<file path="src/rtl/sim_pkg.sv">
package sim_pkg;

    localparam int SET_DEPTH = 16;
    localparam int FILL_W    = $clog2(SET_DEPTH + 1);
    localparam int VALUE_W   = 32;
    localparam int COUNT_W   = 16;
    localparam int OP_W      = 2;
    localparam int IN_DATA_W  = 32;
    localparam int OUT_DATA_W = 56;

    localparam logic [COUNT_W-1:0] COUNT_MAX = {COUNT_W{1'b1}};

    typedef enum logic [OP_W-1:0] {
        OP_CLEAR = 2'd0,
        OP_LOAD  = 2'd1,
        OP_PROBE = 2'd2,
        OP_NONE  = 2'd3
    } opcode_t;

    // Probe request as it walks down the row of cells.
    typedef struct packed {
        logic                     valid;
        logic signed [VALUE_W-1:0] value;
        logic [FILL_W-1:0]        snap;
        logic                     hit;
    } probe_t;

    // Store write from the load path to every cell.
    typedef struct packed {
        logic                      en;
        logic [FILL_W-1:0]         addr;
        logic signed [VALUE_W-1:0] data;
    } store_wr_t;

endpackage

</file>
<file path="src/rtl/sim_cell.sv">
module sim_cell
    import sim_pkg::*;
(
    input  logic              aclk,
    input  logic              aresetn,
    input  logic [FILL_W-1:0] cell_idx,
    input  logic              advance,
    input  store_wr_t         wr,
    input  probe_t            probe_in,
    output probe_t            probe_out
);

    logic signed [VALUE_W-1:0] entry_reg;
    probe_t                    stage_reg;
    probe_t                    stage_next;

    // Only entries filled before the probe was taken may match.
    always_comb begin
        stage_next     = probe_in;
        stage_next.hit = probe_in.hit
                         | ((cell_idx < probe_in.snap) && (entry_reg == probe_in.value));
    end

    always_ff @(posedge aclk) begin
        if (wr.en && (wr.addr == cell_idx)) begin
            entry_reg <= wr.data;
        end
    end

    always_ff @(posedge aclk) begin
        if (!aresetn) begin
            stage_reg.valid <= 1'b0;
        end else if (advance) begin
            stage_reg <= stage_next;
        end
    end

    assign probe_out = stage_reg;

endmodule

</file>
<file path="src/rtl/sim_out.sv">
module sim_out
    import sim_pkg::*;
(
    input  logic                  aclk,
    input  logic                  aresetn,
    input  logic                  advance,
    input  logic                  clear,
    input  probe_t                tail,
    output logic                  m_tvalid,
    output logic [OUT_DATA_W-1:0] m_tdata
);

    logic [COUNT_W-1:0]        count_reg;
    logic [COUNT_W-1:0]        count_next;
    logic                      valid_reg;
    logic signed [VALUE_W-1:0] value_reg;
    logic                      hit_reg;
    logic [COUNT_W-1:0]        res_count_reg;

    always_comb begin
        count_next = count_reg;
        if (tail.valid && tail.hit && (count_reg != COUNT_MAX)) begin
            count_next = count_reg + COUNT_W'(1);
        end
    end

    always_ff @(posedge aclk) begin
        if (!aresetn) begin
            count_reg <= '0;
            valid_reg <= 1'b0;
        end else begin
            if (clear) begin
                count_reg <= '0;
            end else if (advance) begin
                count_reg <= count_next;
            end
            if (advance) begin
                valid_reg <= tail.valid;
            end
        end
    end

    always_ff @(posedge aclk) begin
        if (advance && tail.valid) begin
            value_reg     <= tail.value;
            hit_reg       <= tail.hit;
            res_count_reg <= count_next;
        end
    end

    assign m_tvalid = valid_reg;
    assign m_tdata  = {{(OUT_DATA_W - VALUE_W - 1 - COUNT_W){1'b0}},
                       res_count_reg, hit_reg, value_reg};

endmodule

</file>
<file path="src/rtl/set_intersection_match.sv">
// Set intersection by nested-loop match. Load requests append a signed 32-bit
// value to a store of SET_DEPTH entries (extra loads are dropped); a clear
// request empties the store and zeroes the match count. Each probe request
// walks down a row of SET_DEPTH cells, one cell per cycle while the result side
// keeps up, each cell holding one store entry and comparing it with the passing
// probe; the result is offered from the output register behind the last cell
// with the echoed value, a match flag and a running match count that saturates
// at 65535. A new request is taken every cycle while the result side keeps up;
// a clear waits until every probe already in the row has left it, which takes
// longer while the result side stalls.
// Loads never disturb probes in flight: each probe carries the fill level seen
// when it was taken and only compares entries below it.
module set_intersection_match
    import sim_pkg::*;
(
    input  logic                  aclk,
    input  logic                  aresetn,
    input  logic                  s_tvalid,
    output logic                  s_tready,
    input  logic [IN_DATA_W-1:0]  s_tdata,   // [31:0] item_value
    input  logic [OP_W-1:0]       s_tuser,   // [1:0] opcode
    output logic                  m_tvalid,
    input  logic                  m_tready,
    output logic [OUT_DATA_W-1:0] m_tdata    // [31:0] probe_value, [32] is_common,
                                             // [48:33] common_count, rest zero
);

    opcode_t           op;
    logic              advance;
    logic              busy;
    logic              s_accept;
    logic [FILL_W-1:0] fill_reg;
    logic [FILL_W-1:0] fill_next;
    store_wr_t         wr;
    probe_t            chain [0:SET_DEPTH];
    logic [SET_DEPTH-1:0] stage_valid;

    assign op = opcode_t'(s_tuser);

    // Move the whole row whenever the output register is free or being drained.
    assign advance = !m_tvalid || m_tready;

    // Hold a clear until the row is empty; everything else rides the row.
    assign s_tready = advance && !((op == OP_CLEAR) && busy);
    assign s_accept = s_tvalid && s_tready;

    always_comb begin
        fill_next = fill_reg;
        wr.en     = 1'b0;
        wr.addr   = fill_reg;
        wr.data   = s_tdata[VALUE_W-1:0];
        if (s_accept) begin
            case (op)
                OP_CLEAR: begin
                    fill_next = '0;
                end
                OP_LOAD: begin
                    if (fill_reg < FILL_W'(SET_DEPTH)) begin
                        wr.en     = 1'b1;
                        fill_next = fill_reg + FILL_W'(1);
                    end
                end
                default: begin
                end
            endcase
        end
    end

    always_ff @(posedge aclk) begin
        if (!aresetn) begin
            fill_reg <= '0;
        end else begin
            fill_reg <= fill_next;
        end
    end

    // Launch a probe into the head of the row.
    always_comb begin
        chain[0].valid = s_accept && (op == OP_PROBE);
        chain[0].value = s_tdata[VALUE_W-1:0];
        chain[0].snap  = fill_reg;
        chain[0].hit   = 1'b0;
    end

    for (genvar i = 0; i < SET_DEPTH; i++) begin : g_cell
        sim_cell u_cell (
            .aclk      (aclk),
            .aresetn   (aresetn),
            .cell_idx  (FILL_W'(i)),
            .advance   (advance),
            .wr        (wr),
            .probe_in  (chain[i]),
            .probe_out (chain[i+1])
        );
        assign stage_valid[i] = chain[i+1].valid;
    end

    assign busy = |stage_valid;

    sim_out u_out (
        .aclk     (aclk),
        .aresetn  (aresetn),
        .advance  (advance),
        .clear    (s_accept && (op == OP_CLEAR)),
        .tail     (chain[SET_DEPTH]),
        .m_tvalid (m_tvalid),
        .m_tdata  (m_tdata)
    );

    // A clear must never overtake a probe still in the row.
    a_clear_drained: assert property (@(posedge aclk) disable iff (!aresetn)
        (s_accept && (op == OP_CLEAR)) |-> !busy)
        else $error("clear accepted with probes in flight");

    a_fill_bound: assert property (@(posedge aclk) disable iff (!aresetn)
        fill_reg <= FILL_W'(SET_DEPTH))
        else $error("fill level beyond store depth");

    a_probe_launch: assert property (@(posedge aclk) disable iff (!aresetn)
        (s_accept && (op == OP_PROBE)) |=> chain[1].valid)
        else $error("accepted probe missing from first cell");

    a_load_grows: assert property (@(posedge aclk) disable iff (!aresetn)
        wr.en |=> (fill_reg == $past(fill_reg) + FILL_W'(1)))
        else $error("store write without fill advance");

endmodule

</file>
<file path="config.mk">
export PLATFORM = sky130hd
export DESIGN_NAME = set_intersection_match
export DESIGN_NICKNAME = d
export VERILOG_FILES = /design/src/rtl/sim_pkg.sv /design/src/rtl/sim_cell.sv /design/src/rtl/sim_out.sv /design/src/rtl/set_intersection_match.sv
export SDC_FILE = /design/constraint.sdc
export NUM_CORES = 1
export LEC_CHECK = 0
export BUFFER_PORTS_ARGS = -buffer_cell sky130_fd_sc_hd__buf_2
export CAP_MARGIN = 10
export CELL_PAD_IN_SITES_DETAIL_PLACEMENT = 0
export CELL_PAD_IN_SITES_GLOBAL_PLACEMENT = 1
export CORE_AREA = 2 2 296 298
export CTS_CLUSTER_DIAMETER = 60
export DETAILED_ROUTE_END_ITERATION = 8
export DIE_AREA = 0 0 298 300
export PLACE_DENSITY = 0.83
export SETUP_SLACK_MARGIN = 0.3
export SYNTH_ARGS = -nofsm -noshare
export SYNTH_HDL_FRONTEND = slang
export SYNTH_SLANG_ARGS = --single-unit
</file>
<file path="constraint.sdc">
create_clock -name aclk -period 37.8 [get_ports aclk]
set_clock_uncertainty 0.1 [all_clocks]
set_input_delay 7.56 -clock aclk [delete_from_list [all_inputs] [get_ports aclk]]
set_output_delay 7.56 -clock aclk [all_outputs]
set_load 0.03 [all_outputs]
</file>
# Word level (Yosys, flattened, before mapping)
# Cells that the tools add are included.
# W data, S select, Z words.
# op_classes
add_sub_neg	2
n_mul	0
div_mod_pow	0
n_lt_le_gt_ge	17
n_eq_ne	35
shifts	0
mux	6
n_bitwise	16
reduce_logical	50
# op_table
operator	count
$eq A32 B32 Y1	16
$eq A5 B4 Y1 const B	8
$logic_and A1 B1 Y1	40
$lt A4 B5 Y1 const A	8
$eq A5 B3 Y1 const B	4
$lt A3 B5 Y1 const A	4
$add A16 B1 Y16 const B	1
$mux W16	1
$ne A16 B16 Y1 const B	1
$reduce_or A16 Y1	1
$or A1 B1 Y1	15
$eq A5 B2 Y1 const B	2
$lt A1 B5 Y1 const A	2
$lt A2 B5 Y1 const A	2
$pmux W5 S2	1
$add A5 B1 Y5 const B	1
$eq A5 B1 Y1 const B	1
$logic_not A5 Y1	1
$lt A5 B5 Y1 const B	1
$mux W5	1
$mux W1	3
$reduce_and A3 Y1	1
$eq A2 B1 Y1 const B	1
$eq A2 B2 Y1 const B	1
8 further kinds	9
# word_totals
ff_bits	1202
latch_bits	0
ram_bits	0
mem_bits_ro	0
in_bits	38
out_inout_bits	58
elab_cells	211
memories	0

# Depth between registers and ports, before layout
# Gate-level depths: netlist of run 1.
# logic_depth
ltp_word	7
ltp_mapped	8
mapped_depth_nobuf	6

# Hierarchy
# From an unflattened synthesis of run 1, not the netlist that was laid out.
# hier_totals
cells_unflattened	2456
area_unflattened_um2	45581.2
# by_module_without_submodules
module	instances	cells_each	area_each_um2	seq_area_each_um2
sim_cell	16	138	2651.3	2122.0
sim_out	1	200	2723.9	1811.7
set_intersection_match	1	48	436.7	100.1

# Worst setup path after synthesis of run 1
# OpenSTA, ideal clock, no wires.
# synth_path
path_kind	input-to-reg
start	input port m_tready
end	register g_cell[0].u_cell.stage_reg (netlist bit g_cell[0].u_cell.probe_out[0]) (enable)
setup_time_ps	1580
t_arrival_ps	32706
t_required_ps	36120
slack_ps	3414
cell_stages	4
n_path_buf	2
path_cell_list	nor2b_1 clkbuf_8 clkbuf_1 nor2_1
# synth_via
elab_chain_cells	2
# synth_lines
item	line	rtl
start: declaration	set_intersection_match.sv:23	input logic m_tready,
$logic_or A1 B1 Y1	set_intersection_match.sv:41	assign advance = !m_tvalid || m_tready;
$reduce_and A2 Y1 (no source line)	-	
end signal: assignment	sim_cell.sv:34	stage_reg <= stage_next;
end: declaration	sim_cell.sv:14	probe_t stage_reg;
# Every way passes these cells.
# A chain may end at the register's enable or synchronous reset.

# Worst setup path in the final report of run 1
# layout_path
start	input port m_tready
end	output port s_tready
# layout_via
elab_chain_cells	2
# layout_lines
item	line	rtl
$logic_or A1 B1 Y1	set_intersection_match.sv:41	
$logic_and A1 B1 Y1	set_intersection_match.sv:44	assign s_tready = advance && !((op == OP_CLEAR) && busy);
end: declaration	set_intersection_match.sv:19	output logic s_tready,
# Every way passes these cells.

==> results of run 1 <==
## power by group through the flow
stage	clock, mW	sequential (mW)	combinational (mW)
global placement	0	1.56	0.0720
CTS	1.06	1.53	0.0747
detailed placement	0	1.56	0.0740
floorplan	0	1.57	0.0379
finish	1.04	1.53	0.0745
global route	1.11	1.54	0.0794
## Yosys cell counts (3+ instances only)
master,count
buf_2,3
nor2_1,48
a21o_1,3
a21oi_1,28
xnor2_1,278
and2_1,3
o21ai_0,6
a41o_1,11
clkbuf_1,7
buf_4,9
nand3_1,17
nor4_1,85
ha_1,6
nand2b_1,5
inv_1,5
dfxtp_1,38
and3_1,4
nand4_1,77
nand2_1,51
edfxtp_1,1160
xor2_1,261
nor3_1,21
## worst min path at each step
stage | slack [ns] | endpoint | depth (start not counted) | from
final | 0.31 | u_out.value_reg[1]$_DFFE_PP_ | 0 | g_cell[15].u_cell.probe_out[7]$_DFFE_PP_
after global routing | 0.32 | u_out.value_reg[1]$_DFFE_PP_ | 0 | g_cell[15].u_cell.probe_out[7]$_DFFE_PP_
after CTS | 0.32 | u_out.value_reg[1]$_DFFE_PP_ | 0 | g_cell[15].u_cell.probe_out[7]$_DFFE_PP_
after detailed placement | 0.31 | g_cell[7].u_cell.probe_out[1]$_DFFE_PP_ | 0 | g_cell[6].u_cell.probe_out[1]$_DFFE_PP_
after global placement | 0.30 | g_cell[7].u_cell.probe_out[3]$_DFFE_PP_ | 0 | g_cell[6].u_cell.probe_out[3]$_DFFE_PP_
after floorplan | 0.30 | g_cell[11].u_cell.probe_out[1]$_DFFE_PP_ | 0 | g_cell[10].u_cell.probe_out[1]$_DFFE_PP_
## logic make-up (layout without fill, tap and decap cells)
family | after synthesis | in the layout | share of synthesized area (%)
DFF | 1198 | 1198 | 83.19
and+or+nand+nor | 328 | 328 | 4.182
muxes | 2 | 2 | 0.04971
buffers and inverters | 27 | 331 | 0.4035
AOI/OAI and AO/OA | 62 | 62 | 0.9563
adders and majority gates | 6 | 6 | 0.1755
xor gates and xnor gates | 539 | 539 | 11.03
other | 1 | 7 | 0.008765
## area by class of cell
| class | count | area share, % |
|---|---|---|
| clock buffers | 133 | 6.053 |
| clock inverters | 65 | 0.9480 |
| inverters | 5 | 0.03885 |
| multi-input cells | 944 | 14.69 |
| flip-flops and latches | 1198 | 73.69 |
| well taps | 1155 | 2.992 |
| repair buffers | 128 | 1.593 |
## routing by layer
| layer | track usage (%) | vias up | share of wire, % |
|---|---|---|---|
| met5 | 0 | - | 0.012 |
| met4 | 6.784 | 2 | 3.3 |
| met3 | 3.599 | 164 | 6.4 |
| met2 | 34.56 | 688 | 51 |
| met1 | 25.75 | 10010 | 39 |
| li1 | - | 8702 | - |
## stage by stage
stage,power (mW),setup WS (ns)
after floorplan,1.611,3.414
after global placement,1.632,21.33
after detailed placement,1.636,21.33
after CTS,2.666,21.33
after global routing,2.726,21.22
final,2.652,21.32
==> run_summary.xml, run 1 <==
<?xml version="1.0" encoding="UTF-8"?>
<metrics>
  <group name="status">
    <metric name="run_status" unit="">completed</metric>
  </group>
  <group name="route">
    <metric name="drtIter0Drc" unit="">2120</metric>
    <metric name="avgViaCountPerCell" unit="">5.393</metric>
    <metric name="num_vias" unit="">19570</metric>
    <metric name="detailedRoute.firstPassIterationCount" unit="">5</metric>
    <metric name="post_drt_wl_per_cell" unit="um">24.57</metric>
    <metric name="antenna_left" unit="">0</metric>
    <metric name="drcViolationCount" unit="">0</metric>
    <metric name="routed_wirelength" unit="um">89130</metric>
  </group>
  <group name="sta">
    <metric name="sum_neg_setup_slack" unit="ns">0</metric>
    <metric name="final-max-slew-violation-count" unit="">0</metric>
    <metric name="worst_slew_margin_rel" unit="%">15.09</metric>
    <metric name="finalSetupViolCount" unit="">0</metric>
    <metric name="minimum_clock_period" unit="ns">16.48</metric>
    <metric name="max_freq" unit="GHz">0.06068</metric>
    <metric name="grt_setup_unrepaired" unit="">false</metric>
    <metric name="finalCritPeriodShare" unit="%">43.60</metric>
    <metric name="pin_slew_with_the_least_headroom_to_its_limit" unit="ns">1.274</metric>
    <metric name="worst_hold_slack" unit="ns">0.3118</metric>
    <metric name="hold_viol_final" unit="">0</metric>
  </group>
  <group name="clock_tree">
    <metric name="cts_made_buffers" unit="">111</metric>
    <metric name="cts_tree" unit="">done</metric>
    <metric name="postCtsSetupBuffers" unit="">0</metric>
    <metric name="numClockSinks" unit="">1198</metric>
    <metric name="worstSkewPairLatency" unit="ns">0.67</metric>
    <metric name="cts_max_path_buffers" unit="">3</metric>
    <metric name="htree_levels" unit="">3</metric>
    <metric name="cts_repair_resize_count" unit="">0</metric>
    <metric name="path_clk_slew" unit="ns">0.06</metric>
    <metric name="ctsRootBufferMaster" unit="">clkbuf_16</metric>
    <metric name="cts.hold.buffers_added" unit="">0</metric>
  </group>
  <group name="grt">
    <metric name="number_of_global_route_vias_before_repair" unit="">20000</metric>
    <metric name="antenna_violations_before_repair" unit="">6</metric>
    <metric name="grt.overflow.total" unit="">0</metric>
    <metric name="grt_pass1_wl" unit="um">130500</metric>
    <metric name="grt_max_degree" unit="">215</metric>
    <metric name="grt.total_usage" unit="%">20.02</metric>
  </group>
  <group name="worst_hold_path">
    <metric name="hold_class" unit="">reg2reg</metric>
  </group>
  <group name="synthesis">
    <metric name="synth-edff-count" unit="">1160</metric>
    <metric name="synth_sequential_area_ratio" unit="%">83.19</metric>
    <metric name="yosysWarningCount" unit="">0</metric>
    <metric name="yosys.cell_types.count" unit="">52</metric>
    <metric name="syn_avg_cell_area" unit="um2">19.78</metric>
    <metric name="post-synth-top-area-cell" unit="">edfxtp_1</metric>
    <metric name="synth_area" unit="um2">42790</metric>
    <metric name="synth_ff_type" unit="">edfxtp_1</metric>
    <metric name="synth.top_cell.area_share" unit="%">81.41</metric>
    <metric name="postSynthRegisterBits" unit="">1198</metric>
    <metric name="synthTopCellsByArea" unit="">edfxtp_1 (81%), xnor2_1 (5.7%), xor2_1 (5.3%)</metric>
    <metric name="async_reset_ff_share" unit="%">0</metric>
    <metric name="syn_inst" unit="">2163</metric>
  </group>
  <group name="pwr">
    <metric name="power.share.sequential" unit="%">57.8</metric>
    <metric name="clock_power_share" unit="%">39.4</metric>
    <metric name="net-switching-power" unit="uW">538.5</metric>
    <metric name="power.density_cell_area" unit="nW/um2">54.89</metric>
    <metric name="cellInternalPower" unit="mW">2.113</metric>
    <metric name="ir_drop" unit="mV">0.04576</metric>
    <metric name="sw_frac_of_total" unit="%">20.31</metric>
    <metric name="combinationalPowerShare" unit="%">2.8</metric>
    <metric name="power.leakage" unit="nW">15.62</metric>
  </group>
  <group name="floorplan">
    <metric name="die_w" unit="um">298</metric>
    <metric name="floorplan.core_area" unit="um2">86210</metric>
    <metric name="die_height" unit="um">300</metric>
    <metric name="fp.dieArea" unit="um2">89400</metric>
    <metric name="initial_utilization" unit="%">49.63</metric>
    <metric name="io_pins" unit="">96</metric>
    <metric name="rows" unit="">108</metric>
  </group>
  <group name="critical_path">
    <metric name="rr_endpoint" unit="">g_cell[4].u_cell.probe_out[21]$_DFFE_PP_</metric>
    <metric name="r2r_cells" unit="">5</metric>
    <metric name="crit_buf_inv" unit="">2</metric>
    <metric name="critPathMaxStageDelay" unit="ns">0.81</metric>
    <metric name="cp_num_cells" unit="">4</metric>
    <metric name="required" unit="ns">30.14</metric>
    <metric name="crit_path_top_delay_cell" unit="">nor2b_2</metric>
    <metric name="cp_data_arrival_time" unit="ns">8.82</metric>
    <metric name="timing.critical_path.mode_cell" unit="">buf_2</metric>
    <metric name="worstSetupPathType" unit="">in2out</metric>
    <metric name="worst_setup_path_start_kind" unit="">input port</metric>
    <metric name="reg2reg_slack" unit="ns">33.52</metric>
    <metric name="cp-startpoint" unit="">m_tready</metric>
    <metric name="path_max_fanout" unit="">26</metric>
    <metric name="critical_path.endpoint_type" unit="">primary output</metric>
    <metric name="crit_family" unit="">simple AND/OR/NAND/NOR gates</metric>
    <metric name="crit_path_cell_chain" unit="">buf_2 -&gt; nor2b_2 -&gt; nor2_1 -&gt; buf_2</metric>
    <metric name="worstSetupEndpoint" unit="">s_tready</metric>
    <metric name="start_of_the_worst_register_to_register_path" unit="">u_out.m_tvalid$_SDFFE_PN0N_</metric>
  </group>
  <group name="cells_and_area">
    <metric name="final_cell_area" unit="um2">48310</metric>
    <metric name="final_cell_mix" unit="">edfxtp_1 (1160), xnor2_1 (278), xor2_1 (261)</metric>
    <metric name="final_nets" unit="">2432</metric>
    <metric name="sequential_cell_area_in_the_final_layout" unit="um2">35590</metric>
    <metric name="flow.area_growth_from_synthesis" unit="%">12.90</metric>
    <metric name="largest_reg_flops" unit="">615</metric>
    <metric name="layout.cells.most_common" unit="">edfxtp_1</metric>
    <metric name="final_layout_size_suffix_gt1_share" unit="%">12.05</metric>
    <metric name="number_of_fill_cells_in_the_layout" unit="">6307</metric>
    <metric name="layout_cells_excl_fill" unit="">3628</metric>
    <metric name="final_core_util" unit="%">56.03</metric>
    <metric name="antenna_cells_inserted" unit="">0</metric>
    <metric name="multi_input_area" unit="um2">7096</metric>
  </group>
  <group name="job">
    <metric name="maxCapViolations" unit="">0</metric>
  </group>
  <group name="placed_design">
    <metric name="detailed_place_hpwl" unit="um">56270</metric>
    <metric name="dpl_cell_area" unit="um2">44890</metric>
    <metric name="gp_congestion" unit="">0.8356</metric>
    <metric name="port_buffers" unit="">88</metric>
    <metric name="placed_cells_incl_taps" unit="">3428</metric>
  </group>
</metrics>
Power figures use the tool's default switching activity.
==> run 2, diff against run 1 <==
--- a/config.mk
+++ b/config.mk
@@ -5,15 +5,16 @@
 export SDC_FILE = /design/constraint.sdc
 export NUM_CORES = 1
 export LEC_CHECK = 0
+export ABC_AREA = 1
 export BUFFER_PORTS_ARGS = -buffer_cell sky130_fd_sc_hd__buf_2
 export CAP_MARGIN = 10
 export CELL_PAD_IN_SITES_DETAIL_PLACEMENT = 0
 export CELL_PAD_IN_SITES_GLOBAL_PLACEMENT = 1
-export CORE_AREA = 2 2 296 298
+export CORE_AREA = 2 2 302 304
 export CTS_CLUSTER_DIAMETER = 60
 export DETAILED_ROUTE_END_ITERATION = 8
-export DIE_AREA = 0 0 298 300
-export PLACE_DENSITY = 0.83
+export DIE_AREA = 0 0 304 306
+export PLACE_DENSITY = 0.84
 export SETUP_SLACK_MARGIN = 0.3
 export SYNTH_ARGS = -nofsm -noshare
 export SYNTH_HDL_FRONTEND = slang
==> constraint.sdc (replaced) <==
create_clock -name aclk -period 15.95 [get_ports aclk]
set_clock_uncertainty 0.1 [all_clocks]
set_input_delay 3.19 -clock aclk [delete_from_list [all_inputs] [get_ports aclk]]
set_output_delay 3.19 -clock aclk [all_outputs]
set_load 0.03 [all_outputs]
==> run_summary.xml, run 2 <==
<?xml version="1.0" encoding="UTF-8"?>
<metrics>
  <group name="status">
    <metric name="run_status" unit="">completed</metric>
  </group>
  <group name="critical_path">
    <metric name="critPathMaxStageDelay" unit="ns">0.83</metric>
    <metric name="path_max_fanout" unit="">50</metric>
    <metric name="crit_buf_inv" unit="">2</metric>
    <metric name="crit_path_cell_chain" unit="">buf_2 -&gt; nor2_4 -&gt; a21oi_2 -&gt; buf_2</metric>
    <metric name="worstSetupPathType" unit="">in2out</metric>
    <metric name="crit_path_top_delay_cell" unit="">nor2_4</metric>
    <metric name="cp_data_arrival_time" unit="ns">4.45</metric>
    <metric name="worst_setup_path_start_kind" unit="">input port</metric>
    <metric name="critical_path.endpoint_type" unit="">primary output</metric>
    <metric name="crit_family" unit="">simple AND/OR/NAND/NOR gates</metric>
    <metric name="timing.critical_path.mode_cell" unit="">buf_2</metric>
    <metric name="required" unit="ns">12.66</metric>
  </group>
  <group name="floorplan">
    <metric name="floorplan.core_area" unit="um2">89600</metric>
    <metric name="fp.dieArea" unit="um2">93020</metric>
    <metric name="die_height" unit="um">306</metric>
    <metric name="io_pins" unit="">96</metric>
    <metric name="initial_utilization" unit="%">49.67</metric>
    <metric name="die_w" unit="um">304</metric>
    <metric name="rows" unit="">110</metric>
  </group>
  <group name="clock_tree">
    <metric name="cts_max_path_buffers" unit="">3</metric>
    <metric name="cts.hold.buffers_added" unit="">0</metric>
    <metric name="numClockSinks" unit="">1198</metric>
    <metric name="postCtsSetupBuffers" unit="">0</metric>
    <metric name="htree_levels" unit="">3</metric>
    <metric name="cts_made_buffers" unit="">115</metric>
    <metric name="ctsRootBufferMaster" unit="">clkbuf_16</metric>
    <metric name="worstSkewPairLatency" unit="ns">0.69</metric>
    <metric name="cts_tree" unit="">done</metric>
    <metric name="cts_repair_resize_count" unit="">0</metric>
    <metric name="path_clk_slew" unit="ns">0.06</metric>
  </group>
  <group name="synthesis">
    <metric name="post-synth-top-area-cell" unit="">edfxtp_1</metric>
    <metric name="synth_area" unit="um2">44500</metric>
    <metric name="async_reset_ff_share" unit="%">0</metric>
    <metric name="synth-edff-count" unit="">1160</metric>
    <metric name="synthTopCellsByArea" unit="">edfxtp_1 (78%), xnor2_1 (5.5%), nand2_1 (3.3%)</metric>
    <metric name="synth.most_common_cell" unit="">edfxtp_1</metric>
    <metric name="yosys.cell_types.count" unit="">37</metric>
    <metric name="synth_sequential_area_ratio" unit="%">79.98</metric>
    <metric name="synth_ff_type" unit="">edfxtp_1</metric>
    <metric name="synth.top_cell.area_share" unit="%">78.27</metric>
    <metric name="syn_inst" unit="">2849</metric>
    <metric name="post_synth_most_frequent_cells" unit="">edfxtp_1 (1160), nand2_1 (387), xnor2_1 (281), nor2_1 (279), inv_1 (219)</metric>
    <metric name="postSynthRegisterBits" unit="">1198</metric>
    <metric name="syn_avg_cell_area" unit="um2">15.62</metric>
    <metric name="yosysWarningCount" unit="">0</metric>
  </group>
  <group name="sta">
    <metric name="finalSetupViolCount" unit="">0</metric>
    <metric name="grt_setup_unrepaired" unit="">false</metric>
    <metric name="sum_neg_setup_slack" unit="ns">0</metric>
    <metric name="worst_slew_margin_rel" unit="%">19.31</metric>
    <metric name="max_freq" unit="GHz">0.1291</metric>
    <metric name="final-max-slew-violation-count" unit="">0</metric>
    <metric name="layout_setup_ws" unit="ns">8.206</metric>
    <metric name="pin_slew_with_the_least_headroom_to_its_limit" unit="ns">1.210</metric>
    <metric name="minimum_clock_period" unit="ns">7.744</metric>
    <metric name="finalCritPeriodShare" unit="%">48.55</metric>
    <metric name="hold_viol_final" unit="">0</metric>
  </group>
  <group name="cells_and_area">
    <metric name="layout.cells.most_common" unit="">edfxtp_1</metric>
    <metric name="sequential_cell_area_in_the_final_layout" unit="um2">35590</metric>
    <metric name="final_nets" unit="">3108</metric>
    <metric name="final_layout_size_suffix_gt1_share" unit="%">11.29</metric>
    <metric name="flow.area_growth_from_synthesis" unit="%">12.85</metric>
    <metric name="antenna_cells_inserted" unit="">0</metric>
    <metric name="multi_input_area" unit="um2">8074</metric>
    <metric name="largest_reg_flops" unit="">615</metric>
    <metric name="final_cell_area" unit="um2">50220</metric>
    <metric name="final_cell_mix" unit="">edfxtp_1 (1160), nand2_1 (387), xnor2_1 (281)</metric>
    <metric name="number_of_fill_cells_in_the_layout" unit="">6676</metric>
  </group>
  <group name="placed_design">
    <metric name="dpl_cell_area" unit="um2">46610</metric>
    <metric name="detailed_place_hpwl" unit="um">47000</metric>
    <metric name="gp_congestion" unit="">0.7753</metric>
    <metric name="port_buffers" unit="">88</metric>
    <metric name="dp_slack" unit="ns">7.915</metric>
  </group>
  <group name="grt">
    <metric name="grt_pass1_wl" unit="um">110000</metric>
    <metric name="antenna_violations_before_repair" unit="">0</metric>
    <metric name="grt.total_usage" unit="%">15.06</metric>
    <metric name="number_of_global_route_vias_before_repair" unit="">20900</metric>
    <metric name="grt.overflow.total" unit="">0</metric>
    <metric name="grt_max_degree" unit="">196</metric>
  </group>
  <group name="route">
    <metric name="antenna_left" unit="">0</metric>
    <metric name="post_drt_wl_per_cell" unit="um">15.87</metric>
    <metric name="drtIter0Drc" unit="">1267</metric>
    <metric name="num_vias" unit="">20700</metric>
    <metric name="avgViaCountPerCell" unit="">4.781</metric>
    <metric name="drcViolationCount" unit="">0</metric>
    <metric name="routed_wirelength" unit="um">68710</metric>
    <metric name="detailedRoute.firstPassIterationCount" unit="">5</metric>
  </group>
  <group name="pwr">
    <metric name="power.leakage" unit="nW">17.43</metric>
    <metric name="ir_drop" unit="mV">0.1153</metric>
    <metric name="power.density_cell_area" unit="nW/um2">126.5</metric>
  </group>
  <group name="job">
    <metric name="maxCapViolations" unit="">0</metric>
  </group>
  <group name="worst_hold_path">
    <metric name="hold_class" unit="">reg2reg</metric>
  </group>
</metrics>
## run 2: changes by cell type in the layout (fill, tap and decap cells not counted), sizes merged, moves of 14 or more
cell    previous run  this run
o21ai              7        54
or2                3        60
nor4              85         1
buf              128       114
nand2             51       391
nor2              48       284
inv                7       221
xor2             261        96
nor3              21        43
clkbuf           133       153
nand4             78        59
nand3             19        85
## run 2: kinds of logic (layout without fill, tap and decap cells)
logic type,after synthesis,in the layout,share of synthesized area (%)
AOI/OAI and AO/OA,100,100,1.291
xor gates and xnor gates,377,377,7.420
adders and majority gates,6,6,0.1687
buffers and inverters,242,541,2.159
DFF,1198,1198,79.98
other,1,7,0.008427
and+or+nand+nor,925,925,8.969
## run 2: layer usage
metal,part of all wire [%],up-vias,global-route usage [%],wire [um]
li1,-,10420,-,-
met1,43,9828,19.21,29850
met2,50,337,26.28,34420
met3,3.7,117,2.426,2533
met4,2.8,0,5.207,1899
met5,0,-,0,0
## run 2: final cells by class
| cell class | instances | area share, % |
|---|---|---|
| sequential | 1198 | 70.87 |
| multi-input combinational | 1415 | 16.08 |
| tap | 1176 | 2.930 |
| clock buffer | 153 | 6.034 |
| clock inverter | 54 | 1.151 |
| inverter | 220 | 1.644 |
| timing repair buffer | 114 | 1.291 |
## run 2: report_power, final
group          total, mW  internal (mW)  switching, mW  leakage, nW
combinational      0.179         0.0585          0.120         4.48
clock               2.55           1.45           1.10         1.72
sequential          3.62           3.57         0.0549         11.2
total               6.35           5.08           1.27         17.4
## run 2: worst paths after layout
path                                                             endpoint                                      from  slack [ns]  depth (start not counted)
worst min-delay path             g_cell[11].u_cell.probe_out[2]$_DFFE_PP_  g_cell[10].u_cell.probe_out[2]$_DFFE_PP_        0.29                          0
worst max register to register  g_cell[14].u_cell.probe_out[25]$_DFFE_PP_               u_out.m_tvalid$_SDFFE_PN0N_       11.38                          6
worst max-delay path                                             s_tready                                  m_tready        8.21                          4
worst min register to register   g_cell[11].u_cell.probe_out[2]$_DFFE_PP_  g_cell[10].u_cell.probe_out[2]$_DFFE_PP_        0.29                          0
## run 2: through the flow
| step | hold slack, ns | utilization (%) | instances | total power [mW] |
|---|---|---|---|---|
| 2_1_floorplan | 0.3003 | - | 2855 | 3.803 |
| 3_3_place_gp | 0.3001 | 52.02 | 4123 | 3.863 |
| 3_5_place_dp | 0.3045 | 52.02 | 4123 | 3.872 |
| 4_1_cts | 0.3003 | 56.05 | 4330 | 6.408 |
| 5_1_grt | 0.3005 | 56.05 | 4330 | 6.574 |
| 6_report | 0.2934 | 56.05 | 4330 | 6.351 |
==> run 3, diff against run 2 <==
==> constraint.sdc (replaced) <==
create_clock -name aclk -period 7.7 [get_ports aclk]
set_clock_uncertainty 0.1 [all_clocks]
set_input_delay 1.54 -clock aclk [delete_from_list [all_inputs] [get_ports aclk]]
set_output_delay 1.54 -clock aclk [all_outputs]
set_load 0.03 [all_outputs]
==> run_summary.xml, run 3 (synthesis gave the netlist of run 2 again) <==
<?xml version="1.0" encoding="UTF-8"?>
<metrics>
  <group name="clock_tree">
    <metric name="postCtsSetupBuffers" unit="">0</metric>
    <metric name="ctsRootBufferMaster" unit="">clkbuf_16</metric>
    <metric name="numClockSinks" unit="">1198</metric>
    <metric name="htree_levels" unit="">3</metric>
    <metric name="path_clk_slew" unit="ns">0.06</metric>
    <metric name="worstSkewPairLatency" unit="ns">0.67</metric>
    <metric name="cts_tree" unit="">done</metric>
    <metric name="cts.hold.buffers_added" unit="">0</metric>
    <metric name="cts_max_path_buffers" unit="">3</metric>
    <metric name="cts_repair_resize_count" unit="">0</metric>
    <metric name="cts_made_buffers" unit="">116</metric>
  </group>
  <group name="sta">
    <metric name="worst_hold_slack" unit="ns">0.3099</metric>
    <metric name="max_freq" unit="GHz">0.2439</metric>
    <metric name="hold_viol_final" unit="">0</metric>
    <metric name="pin_slew_with_the_least_headroom_to_its_limit" unit="ns">1.148</metric>
    <metric name="finalCritPeriodShare" unit="%">53.26</metric>
    <metric name="sum_neg_setup_slack" unit="ns">0</metric>
    <metric name="worst_slew_margin_rel" unit="%">23.45</metric>
    <metric name="final-max-slew-violation-count" unit="">0</metric>
    <metric name="minimum_clock_period" unit="ns">4.101</metric>
    <metric name="layout_setup_ws" unit="ns">3.599</metric>
    <metric name="finalSetupViolCount" unit="">0</metric>
    <metric name="grt_setup_unrepaired" unit="">false</metric>
  </group>
  <group name="cells_and_area">
    <metric name="final_nets" unit="">3117</metric>
    <metric name="final_cell_mix" unit="">edfxtp_1 (1160), nand2_1 (387), xnor2_1 (281)</metric>
    <metric name="final_cell_area" unit="um2">50400</metric>
    <metric name="multi_input_area" unit="um2">8074</metric>
    <metric name="layout.cells.most_common" unit="">edfxtp_1</metric>
    <metric name="largest_reg_flops" unit="">615</metric>
    <metric name="flow.area_growth_from_synthesis" unit="%">13.25</metric>
    <metric name="sequential_cell_area_in_the_final_layout" unit="um2">35590</metric>
    <metric name="number_of_fill_cells_in_the_layout" unit="">6749</metric>
    <metric name="antenna_cells_inserted" unit="">0</metric>
    <metric name="final_layout_size_suffix_gt1_share" unit="%">12.01</metric>
  </group>
  <group name="route">
    <metric name="avgViaCountPerCell" unit="">4.859</metric>
    <metric name="antenna_left" unit="">0</metric>
    <metric name="drtIter0Drc" unit="">1319</metric>
    <metric name="drcViolationCount" unit="">0</metric>
    <metric name="detailedRoute.firstPassIterationCount" unit="">5</metric>
    <metric name="post_drt_wl_per_cell" unit="um">16.45</metric>
    <metric name="num_vias" unit="">21080</metric>
    <metric name="routed_wirelength" unit="um">71370</metric>
  </group>
  <group name="worst_hold_path">
    <metric name="hold_class" unit="">reg2reg</metric>
  </group>
  <group name="job">
    <metric name="maxCapViolations" unit="">0</metric>
  </group>
  <group name="placed_design">
    <metric name="gp_congestion" unit="">0.7704</metric>
    <metric name="port_buffers" unit="">88</metric>
    <metric name="detailed_place_hpwl" unit="um">47720</metric>
    <metric name="dp_slack" unit="ns">3.139</metric>
    <metric name="dpl_cell_area" unit="um2">46690</metric>
  </group>
  <group name="floorplan">
    <metric name="die_height" unit="um">306</metric>
    <metric name="initial_utilization" unit="%">49.67</metric>
    <metric name="floorplan.core_area" unit="um2">89600</metric>
    <metric name="rows" unit="">110</metric>
    <metric name="fp.dieArea" unit="um2">93020</metric>
    <metric name="io_pins" unit="">96</metric>
    <metric name="die_w" unit="um">304</metric>
  </group>
  <group name="pwr">
    <metric name="ir_drop" unit="mV">0.2219</metric>
    <metric name="power.leakage" unit="nW">17.56</metric>
    <metric name="power.density_cell_area" unit="nW/um2">264.8</metric>
    <metric name="fin_total_pwr" unit="mW">13.35</metric>
  </group>
  <group name="critical_path">
    <metric name="cp_data_arrival_time" unit="ns">2.46</metric>
    <metric name="worst_setup_path_start_kind" unit="">input port</metric>
    <metric name="reg2reg_slack" unit="ns">4.66</metric>
    <metric name="start_of_the_worst_register_to_register_path" unit="">u_out.m_tvalid$_SDFFE_PN0N_</metric>
    <metric name="r2r_cells" unit="">6</metric>
    <metric name="worstSetupEndpoint" unit="">s_tready</metric>
    <metric name="path_max_fanout" unit="">50</metric>
    <metric name="required" unit="ns">6.06</metric>
    <metric name="rr_endpoint" unit="">g_cell[1].u_cell.probe_out[6]$_DFFE_PP_</metric>
    <metric name="worstSetupPathType" unit="">in2out</metric>
    <metric name="critical_path.endpoint_type" unit="">primary output</metric>
    <metric name="cp-startpoint" unit="">m_tready</metric>
  </group>
  <group name="grt">
    <metric name="grt_pass1_wl" unit="um">113300</metric>
    <metric name="grt.total_usage" unit="%">15.57</metric>
    <metric name="grt_max_degree" unit="">182</metric>
    <metric name="antenna_violations_before_repair" unit="">0</metric>
    <metric name="number_of_global_route_vias_before_repair" unit="">21130</metric>
    <metric name="grt.overflow.total" unit="">0</metric>
  </group>
  <group name="status">
    <metric name="run_status" unit="">completed</metric>
  </group>
</metrics>
-- run 3: changes by cell type in the layout (fill, tap and decap cells not counted), moves of 2 or more --
cell	before	now
buf_4	25	32
bufinv_16	7	12
clkbuf_1	37	19
clkbuf_16	115	118
clkinv_1	27	30
clkinv_16	5	0
clkinv_2	8	18
clkinv_4	2	0
clkinv_8	1	4
inv_6	0	3
-- run 3: how the worst min path moves through the flow --
stage	from	to	slack, ns	cells past startpoint
floorplan	g_cell[10].u_cell.probe_out[1]$_DFFE_PP_	g_cell[11].u_cell.probe_out[1]$_DFFE_PP_	0.30	0
global placement	g_cell[15].u_cell.probe_out[22]$_DFFE_PP_	u_out.value_reg[16]$_DFFE_PP_	0.30	0
detailed placement	g_cell[0].u_cell.probe_out[1]$_DFFE_PP_	g_cell[1].u_cell.probe_out[1]$_DFFE_PP_	0.30	0
CTS	g_cell[15].u_cell.probe_out[26]$_DFFE_PP_	u_out.value_reg[20]$_DFFE_PP_	0.31	0
global route	g_cell[10].u_cell.probe_out[2]$_DFFE_PP_	g_cell[11].u_cell.probe_out[2]$_DFFE_PP_	0.32	0
finish	g_cell[15].u_cell.probe_out[26]$_DFFE_PP_	u_out.value_reg[20]$_DFFE_PP_	0.31	0
-- run 3: stage by stage --
stage / std cells / util (%)
after floorplan: 2855 / -
after global placement: 4131 / 52.11
after detailed placement: 4131 / 52.11
after CTS: 4339 / 56.25
after global routing: 4339 / 56.25
final: 4339 / 56.25
-- run 3: final cells by class --
class / count / share of cell area, %
well taps: 1176 / 2.920
clock buffers: 137 / 6.001
clock inverters: 71 / 1.361
inverters: 220 / 1.639
flip-flops and latches: 1198 / 70.63
repair buffers: 122 / 1.430
multi-input cells: 1415 / 16.02
-- run 3: worst max-delay path, stage by stage --
cell and delay, ns:
buf_2 0.11, nor2_4 0.06, buf_4 0.43, a21oi_2 0.10, buf_2 0.21
-- run 3: power by group --
part	switching [mW]	internal [mW]	total (mW)
sequential	0.118	7.39	7.51
clock	2.27	3.19	5.46
combinational	0.254	0.124	0.378
-- run 3: layer usage --
layer / share of wire, % / GRT usage, %
met4: 2.8 / 5.102
met5: 0 / 0
met2: 49 / 26.44
met3: 3.8 / 2.730
met1: 44 / 20.48
